--- src/sv/scsi_ips_pkg.sv ---
package scsi_ips_pkg;

	localparam logic [2:0] PH_IDLE     = 3'd0;
	localparam logic [2:0] PH_DATA_OUT = 3'd1;
	localparam logic [2:0] PH_DATA_IN  = 3'd2;
	localparam logic [2:0] PH_COMMAND  = 3'd3;
	localparam logic [2:0] PH_STATUS   = 3'd4;
	localparam logic [2:0] PH_MSG_OUT  = 3'd5;
	localparam logic [2:0] PH_MSG_IN   = 3'd6;

	// bus phase lines as reported in the chip status register
	localparam logic [2:0] BP_DATA_OUT = 3'd0;
	localparam logic [2:0] BP_DATA_IN  = 3'd1;
	localparam logic [2:0] BP_COMMAND  = 3'd2;
	localparam logic [2:0] BP_STATUS   = 3'd3;
	localparam logic [2:0] BP_MSG_OUT  = 3'd6;
	localparam logic [2:0] BP_MSG_IN   = 3'd7;

	localparam logic [7:0] CMD_NONE       = 8'h00;
	localparam logic [7:0] CMD_FLUSH      = 8'h01;
	localparam logic [7:0] CMD_SELECT     = 8'h41;
	localparam logic [7:0] CMD_XFER       = 8'h10;
	localparam logic [7:0] CMD_DMA        = 8'h80;
	localparam logic [7:0] CMD_XFER_DMA   = CMD_XFER | CMD_DMA;
	localparam logic [7:0] CMD_COMPLETE   = 8'h11;
	localparam logic [7:0] CMD_MSG_ACCEPT = 8'h12;
	localparam logic [7:0] CMD_SET_ATN    = 8'h1a;

	localparam logic [7:0] MSG_SAVE_PTR   = 8'h02;
	localparam logic [7:0] MSG_DISCONNECT = 8'h04;

	localparam logic [2:0] CC_OK         = 3'd0;
	localparam logic [2:0] CC_NO_CONNECT = 3'd1;
	localparam logic [2:0] CC_RESET      = 3'd2;
	localparam logic [2:0] CC_ERROR      = 3'd3;
	localparam logic [2:0] CC_PARITY     = 3'd4;

	localparam logic REQ_START = 1'b0;

	typedef struct packed {
		logic        req_type;
		logic [2:0]  target_id;
		logic [23:0] transfer_length;
		logic [7:0]  chip_status;
		logic [7:0]  interrupt_flags;
		logic [7:0]  pio_reg;
		logic [7:0]  fifo_first_byte;
		logic [7:0]  fifo_second_byte;
	} req_t;

	typedef struct packed {
		logic        command_valid;
		logic [7:0]  chip_command;
		logic [2:0]  select_target;
		logic [23:0] transfer_count;
		logic        done_res;
		logic [2:0]  completion_code;
		logic [7:0]  completed_status;
		logic [7:0]  completed_message;
		logic [2:0]  phase_now;
		logic        last;
	} res_t;

	typedef struct packed {
		logic [2:0] bus_phase;
		logic [7:0] saved_status;
		logic [7:0] saved_message;
	} seq_state_t;

	function automatic res_t cmd_res(logic [7:0] code, logic [2:0] tgt, logic [23:0] cnt);
		res_t r;
		r = '0;
		r.command_valid = 1'b1;
		r.chip_command = code;
		r.select_target = tgt;
		r.transfer_count = cnt;
		return r;
	endfunction

	function automatic res_t done_res(logic [2:0] code, logic [7:0] st, logic [7:0] msg);
		res_t r;
		r = '0;
		r.done_res = 1'b1;
		r.completion_code = code;
		r.completed_status = st;
		r.completed_message = msg;
		return r;
	endfunction

endpackage

--- src/sv/scsi_ips_req_if.sv ---
interface scsi_ips_req_if;
	logic valid;
	logic ready;
	scsi_ips_pkg::req_t payload;

	modport source (output valid, output payload, input ready);
	modport sink (input valid, input payload, output ready);
endinterface

--- src/sv/scsi_ips_res_if.sv ---
interface scsi_ips_res_if;
	logic valid;
	logic ready;
	scsi_ips_pkg::res_t payload;

	modport source (output valid, output payload, input ready);
	modport sink (input valid, input payload, output ready);
endinterface

--- src/sv/scsi_ips_decode.sv ---
module scsi_ips_decode (
	input  scsi_ips_pkg::req_t       item,
	input  scsi_ips_pkg::seq_state_t st,
	output scsi_ips_pkg::seq_state_t st_next,
	output scsi_ips_pkg::res_t       res0,
	output scsi_ips_pkg::res_t       res1,
	output logic                     two
);
	import scsi_ips_pkg::*;

	seq_state_t nxt;
	res_t r0;
	res_t r1;
	logic two_c;

	always_comb begin
		nxt = st;
		r0 = '0;
		r1 = '0;
		two_c = 1'b0;
		if (item.req_type == REQ_START) begin
			nxt.bus_phase = PH_COMMAND;
			nxt.saved_status = '0;
			nxt.saved_message = '0;
			r0 = cmd_res(CMD_FLUSH, item.target_id, '0);
			r1 = cmd_res(CMD_SELECT, item.target_id, '0);
			two_c = 1'b1;
		end else if (item.interrupt_flags[7]) begin
			nxt.bus_phase = PH_IDLE;
			r0 = done_res(CC_RESET, '0, '0);
		end else if (item.pio_reg[7]) begin
			nxt.bus_phase = PH_IDLE;
			r0 = done_res(CC_ERROR, '0, '0);
		end else if (item.chip_status[5]) begin
			nxt.bus_phase = PH_IDLE;
			r0 = done_res(CC_PARITY, '0, '0);
		end else if (item.chip_status[6]) begin
			nxt.bus_phase = PH_IDLE;
			r0 = done_res(CC_ERROR, '0, '0);
		end else if (item.interrupt_flags[5]) begin
			nxt.bus_phase = PH_IDLE;
			if (st.bus_phase == PH_MSG_IN) begin
				r0 = done_res(CC_OK, st.saved_status, st.saved_message);
			end else begin
				r0 = done_res(CC_NO_CONNECT, '0, '0);
			end
		end else begin
			case (item.chip_status[2:0]) inside
				BP_DATA_OUT, BP_DATA_IN: begin
					if (item.interrupt_flags[4]) begin
						nxt.bus_phase = item.chip_status[0] ? PH_DATA_IN : PH_DATA_OUT;
						r0 = cmd_res(CMD_FLUSH, '0, '0);
						r1 = cmd_res(CMD_XFER_DMA, '0, item.transfer_length);
						two_c = 1'b1;
					end
				end
				BP_COMMAND: begin
					nxt.bus_phase = PH_COMMAND;
				end
				BP_STATUS: begin
					nxt.bus_phase = PH_STATUS;
					r0 = cmd_res(CMD_FLUSH, '0, '0);
					r1 = cmd_res(CMD_COMPLETE, '0, '0);
					two_c = 1'b1;
				end
				BP_MSG_OUT: begin
					nxt.bus_phase = PH_MSG_OUT;
					r0 = cmd_res(CMD_SET_ATN, '0, '0);
					r1 = cmd_res(CMD_MSG_ACCEPT, '0, '0);
					two_c = 1'b1;
				end
				BP_MSG_IN: begin
					nxt.bus_phase = PH_MSG_IN;
					nxt.saved_status = item.fifo_first_byte;
					nxt.saved_message = item.fifo_second_byte;
					if (item.fifo_second_byte == MSG_SAVE_PTR ||
					    item.fifo_second_byte == MSG_DISCONNECT) begin
						r0 = cmd_res(CMD_SET_ATN, '0, '0);
						r1 = cmd_res(CMD_MSG_ACCEPT, '0, '0);
						two_c = 1'b1;
					end else begin
						r0 = cmd_res(CMD_MSG_ACCEPT, '0, '0);
					end
				end
				default: begin
				end
			endcase
		end
		r0.phase_now = nxt.bus_phase;
		r1.phase_now = nxt.bus_phase;
		r0.last = !two_c;
		r1.last = 1'b1;
	end

	assign st_next = nxt;
	assign res0 = r0;
	assign res1 = r1;
	assign two = two_c;

endmodule

--- src/sv/scsi_initiator_phase_sequencer.sv ---
// SCSI initiator bus phase sequencer. Each request transaction is a start (select a target)
// or a chip interrupt event; it gives one or two result transactions, the final one marked
// by last. A request is taken into an input register, decoded against the held bus phase and
// saved status and message bytes, and its first result is loaded into the result register
// once that register can take it. Results leave at one per cycle while the receiver is ready,
// through that single result register; a second result waits in a holding register behind
// the first. While a result waits to be taken, one further request is still accepted into
// the input register; after that the input stalls until no second result is held and the
// result register is free.
module scsi_initiator_phase_sequencer (
	input logic           clk,
	input logic           arst_n,
	scsi_ips_req_if.sink  req,
	scsi_ips_res_if.source res
);
	import scsi_ips_pkg::*;

	logic       valid_s1;
	req_t       item_s1;
	seq_state_t state_q;
	seq_state_t state_next;
	res_t       res0;
	res_t       res1;
	logic       two;
	logic       commit;
	logic       out_valid_q;
	res_t       out_q;
	logic       pend_valid_q;
	res_t       pend_q;

	scsi_ips_decode u_decode (
		.item    (item_s1),
		.st      (state_q),
		.st_next (state_next),
		.res0    (res0),
		.res1    (res1),
		.two     (two)
	);

	assign commit = valid_s1 && !pend_valid_q && (!out_valid_q || res.ready);
	assign req.ready = !valid_s1 || commit;
	assign res.valid = out_valid_q;
	assign res.payload = out_q;

	always_ff @(posedge clk or negedge arst_n) begin
		if (!arst_n) begin
			valid_s1 <= 1'b0;
			state_q <= '0;
			out_valid_q <= 1'b0;
			pend_valid_q <= 1'b0;
		end else begin
			if (req.ready) begin
				valid_s1 <= req.valid;
			end
			if (commit) begin
				state_q <= state_next;
				out_valid_q <= 1'b1;
				pend_valid_q <= two;
			end else if (pend_valid_q && res.ready) begin
				pend_valid_q <= 1'b0;
			end else if (res.ready) begin
				out_valid_q <= 1'b0;
			end
		end
	end

	// payload registers
	always_ff @(posedge clk) begin
		if (req.valid && req.ready) begin
			item_s1 <= req.payload;
		end
		if (commit) begin
			out_q <= res0;
			pend_q <= res1;
		end else if (pend_valid_q && res.ready) begin
			out_q <= pend_q;
		end
	end

`ifndef SYNTH
	a_pend_behind_out: assert property (@(posedge clk) disable iff (!arst_n)
		pend_valid_q |-> out_valid_q)
		else $error("held second result without a first");

	a_first_not_last: assert property (@(posedge clk) disable iff (!arst_n)
		pend_valid_q |-> !out_q.last)
		else $error("first of two results marked last");

	a_done_single: assert property (@(posedge clk) disable iff (!arst_n)
		(out_valid_q && out_q.done_res) |-> (out_q.last && !out_q.command_valid))
		else $error("completion not a lone result");

	a_pend_moves: assert property (@(posedge clk) disable iff (!arst_n)
		(pend_valid_q && res.ready) |=> (out_valid_q && out_q.last && !pend_valid_q))
		else $error("second result not moved forward");
`endif

endmodule

--- src/flat_wrapper.sv ---
// flat-port wrapper written by rule: the top's interface ports become plain ports
module scsi_initiator_phase_sequencer_flat import scsi_ips_pkg::*;
  (clk, arst_n, req_valid, req_payload, req_ready, res_valid, res_payload, res_ready);
  scsi_ips_req_if req_i ();
  scsi_ips_res_if res_i ();
  input logic clk;
  input logic arst_n;
  input wire logic [$bits(req_i.valid)-1:0] req_valid;
  input wire logic [$bits(req_i.payload)-1:0] req_payload;
  output wire logic [$bits(req_i.ready)-1:0] req_ready;
  output wire logic [$bits(res_i.valid)-1:0] res_valid;
  output wire logic [$bits(res_i.payload)-1:0] res_payload;
  input wire logic [$bits(res_i.ready)-1:0] res_ready;
  assign req_i.valid = req_valid;
  assign req_i.payload = req_payload;
  assign req_ready = req_i.ready;
  assign res_valid = res_i.valid;
  assign res_payload = res_i.payload;
  assign res_i.ready = res_ready;
  scsi_initiator_phase_sequencer u_core (.clk(clk), .arst_n(arst_n), .req(req_i), .res(res_i));
endmodule
--- config.mk ---
export PLATFORM = sky130hd
export DESIGN_NAME = scsi_initiator_phase_sequencer_flat
export DESIGN_NICKNAME = d
export VERILOG_FILES = /design/src/sv/scsi_ips_pkg.sv /design/src/sv/scsi_ips_req_if.sv /design/src/sv/scsi_ips_res_if.sv /design/src/sv/scsi_ips_decode.sv /design/src/sv/scsi_initiator_phase_sequencer.sv /design/src/flat_wrapper.sv
export SDC_FILE = /design/constraint.sdc
export NUM_CORES = 1
export LEC_CHECK = 0
export BUFFER_PORTS_ARGS = -buffer_cell sky130_fd_sc_hd__buf_4
export CAP_MARGIN = 25
export CORE_MARGIN = 2
export CORE_UTILIZATION = 48
export CTS_BUF_LIST = sky130_fd_sc_hd__clkbuf_4 sky130_fd_sc_hd__clkbuf_8 sky130_fd_sc_hd__clkbuf_16
export DETAILED_ROUTE_END_ITERATION = 7
export GPL_TIMING_DRIVEN = 1
export PLACE_DENSITY = 0.73
export SKIP_LAST_GASP = 1
export SLEW_MARGIN = 30
export SYNTH_ARGS = -nofsm -noshare
export SYNTH_HDL_FRONTEND = slang
export SYNTH_SLANG_ARGS = --single-unit
--- constraint.sdc ---
create_clock -name clk -period 2.7 [get_ports clk]
set_input_delay 0.675 -clock clk [delete_from_list [all_inputs] [get_ports clk]]
set_output_delay 0.675 -clock clk [all_outputs]
set_load 0.01 [all_outputs]
==> reports/metrics.cfg <==
[status]
outcome=completed

[floorplanning]
die_w_um=118
start_util_pct=49.0
rows=41
ioPinCount=134
die_area_um2=13800
core-area_um2=12600
die_h_um=118

[setup_path]
cp-startpoint=u_core.pend_valid_q
crit_arrival_ps=1610
rrSetupSlack_ps=640
cp-end-kind=output pin
start_kind=flop
critical_path_class=flop to output pin
worstReg2RegStart=u_core.pend_valid_q
worstReg2RegEnd=u_core.state_q[12]
reg2reg_depth=5
crit_path_max_fanout=13
required_ps=2030
crit_path_end=req_ready

[cts]
clockBufferDepth=2
cts_tree=yes
cts_buffers=17
clock-sinks=169
cts_setup_buffers=0
clock-root-buffer=clkbuf_16
path_clk_slew_ps=60
post_cts_resized=0
postCtsHoldBufs=0
clk_latency_ps=420
h-tree-depth=4

[yosys]
syn-instance-count=355
ys_warn_count=0
synthArstFlopShare_pct=13.0
synth_ff_type=edfxtp_1
syn-mean-instance-area_um2=17.4
syn-cell-area_um2=6190
post_synth_num_cell_types=41
synth_compound_area_share_pct=6.17
synthAdderAreaFrac_pct=0
synthXorXnorAreaFrac_pct=0.142
yosys-mux-area-fraction_pct=0.546
synth_top_family_by_area=simple AND/OR/NAND/NOR gates
yosys.area_share.simple_pct=11.2
ys_seq_area_share_pct=80.2
ys_ff_latch=169
synth-edff-count=147

[worst_hold_path]
hold_path_class=primary input to async pin

[layout]
area_growth_pct=26.9
final_cell_mix=edfxtp_1 (147), buf_4 (127), and2_1 (67), dfrtp_1 (22)
nets=558
final_util_pct=62.2
final_common_cell=edfxtp_1
drive_above_1_share_pct=34.3
design_area_um2=7850
n_antenna_cell=0

[sta]
hold_viol=0
slew_headroom_pct=52.9
setup_violations=0
hold_ws_ps=146
min_period_ps=2290
fmax_mhz=437
rsz0062_at_grt=false
fin_skew_ps=6.19
maxSlewViolCount=0
fin_crit_sh_pct=84.7
finalSetupTns_ps=0
tightest_slew_ps=706

[power]
p_total_mw=8.42
p_per_area_nw_per_um2=1070
p_leak_nw=3.08
vdd_drop_max_v=0.000500

[placement]
place_congestion=0.784
io_buffer_count=116
placed_cell_area_um2=7280
dp_hpwl_um=7290

[global_route]
grt_overflow=0
grt_pass1_vias=3324
grt_max_degree=30
grt_usage_pct=16.2
antenna_found_initial=0
grt_pass1_wl_um=17000

[drt]
first_pass_iters=4
drc=0
drtIter0Drc=230
drtAntennaViolNets=0
wire_per_inst_um=16.1
wl_um=10800
vias=3338
vias_per_cell=4.97

[flow_run]
drv_cap=0

cells by family after synthesis:
| family | count (synthesis) |
|---|---|
| other | 1 |
| multiplexers | 3 |
| AO/OA/AOI/OAI | 49 |
| AND/OR/NAND/NOR | 112 |
| flip-flops | 169 |
| XOR/XNOR | 1 |
| buffers and inverters | 20 |
worst min-delay path by stage:
stage | start | endpoint | slack (ps) | cells past startpoint
after floorplan | arst_n | u_core.pend_valid_q | 380 | 0
after global placement | u_core.item_s1[12] | u_core.state_q[12] | 450 | 1
after detailed placement | u_core.item_s1[8] | u_core.state_q[8] | 460 | 1
after CTS | arst_n | u_core.state_q[16] | 140 | 1
after global routing | arst_n | u_core.state_q[16] | 150 | 1
final | arst_n | u_core.state_q[9] | 150 | 1
sequential cells by signal, summed over array words and instances, names as in the netlist:
name and flops:
u_core.item_s1 53, u_core.pend_q 36, u_core.pend_valid_q 1, u_core.res.valid 1, u_core.res.payload 58, u_core.state_q 19, u_core.valid_s1 1
stage by stage:
stage / std cells / setup WS [ps]
3_5_place_dp: 639 / 318
6_report: 671 / 414
4_1_cts: 671 / 385
2_1_floorplan: 356 / 317
5_1_grt: 671 / 217
3_3_place_gp: 639 / 409
routing by layer:
layer | wire [um] | vias up | global-route usage (%)
li1 | - | 1587 | -
met1 | 4610 | 1647 | 19.9
met2 | 5480 | 83 | 26.1
met3 | 421 | 21 | 4.75
met4 | 306 | 0 | 8.81
met5 | 0 | - | 0
cell usage after synthesis, drive strengths merged, types with 3 or more instances:
| master | instances | share of area [%] |
|---|---|---|
| edfxtp | 147 | 71 |
| and2 | 68 | 6.9 |
| dfrtp | 22 | 8.9 |
| a22o | 17 | 2.4 |
| buf | 10 | 1.1 |
| nand2 | 10 | 0.61 |
| o31ai | 7 | 0.93 |
| clkbuf | 6 | 0.36 |
| nor3 | 6 | 0.75 |
| a21o | 5 | 0.61 |
| a21oi | 5 | 0.40 |
| nand2b | 5 | 0.51 |
| nor2 | 5 | 0.30 |
| o21a | 5 | 0.61 |
| nor2b | 4 | 0.40 |
| a211oi | 3 | 0.36 |
| inv | 3 | 0.18 |
| mux2 | 3 | 0.55 |
| nand3 | 3 | 0.32 |
| nor4 | 3 | 0.40 |
area by class of cell:
cell class	count	area (um2)
tap	172	215
fill	952	4770
timing repair buffer	127	953
sequential	169	4960
inverter	4	15.0
clock inverter	15	151
clock buffer	17	425
multi-input combinational	167	1130
worst max-delay path: stages (launching register included):
cell	delay (ps)
dfrtp_1	410
nand2b_1	190
a21o_1	290
nand2_1	150
buf_4	150
power breakdown:
part | switching, mW | total, mW | leakage, nW | internal, mW
sequential | 0.256 | 4.17 | 1.72 | 3.91
clock | 0.970 | 2.33 | 0.268 | 1.36
combinational | 1.09 | 1.93 | 1.09 | 0.836
total | 2.32 | 8.42 | 3.08 | 6.11
(Power assumes the default switching activity.)
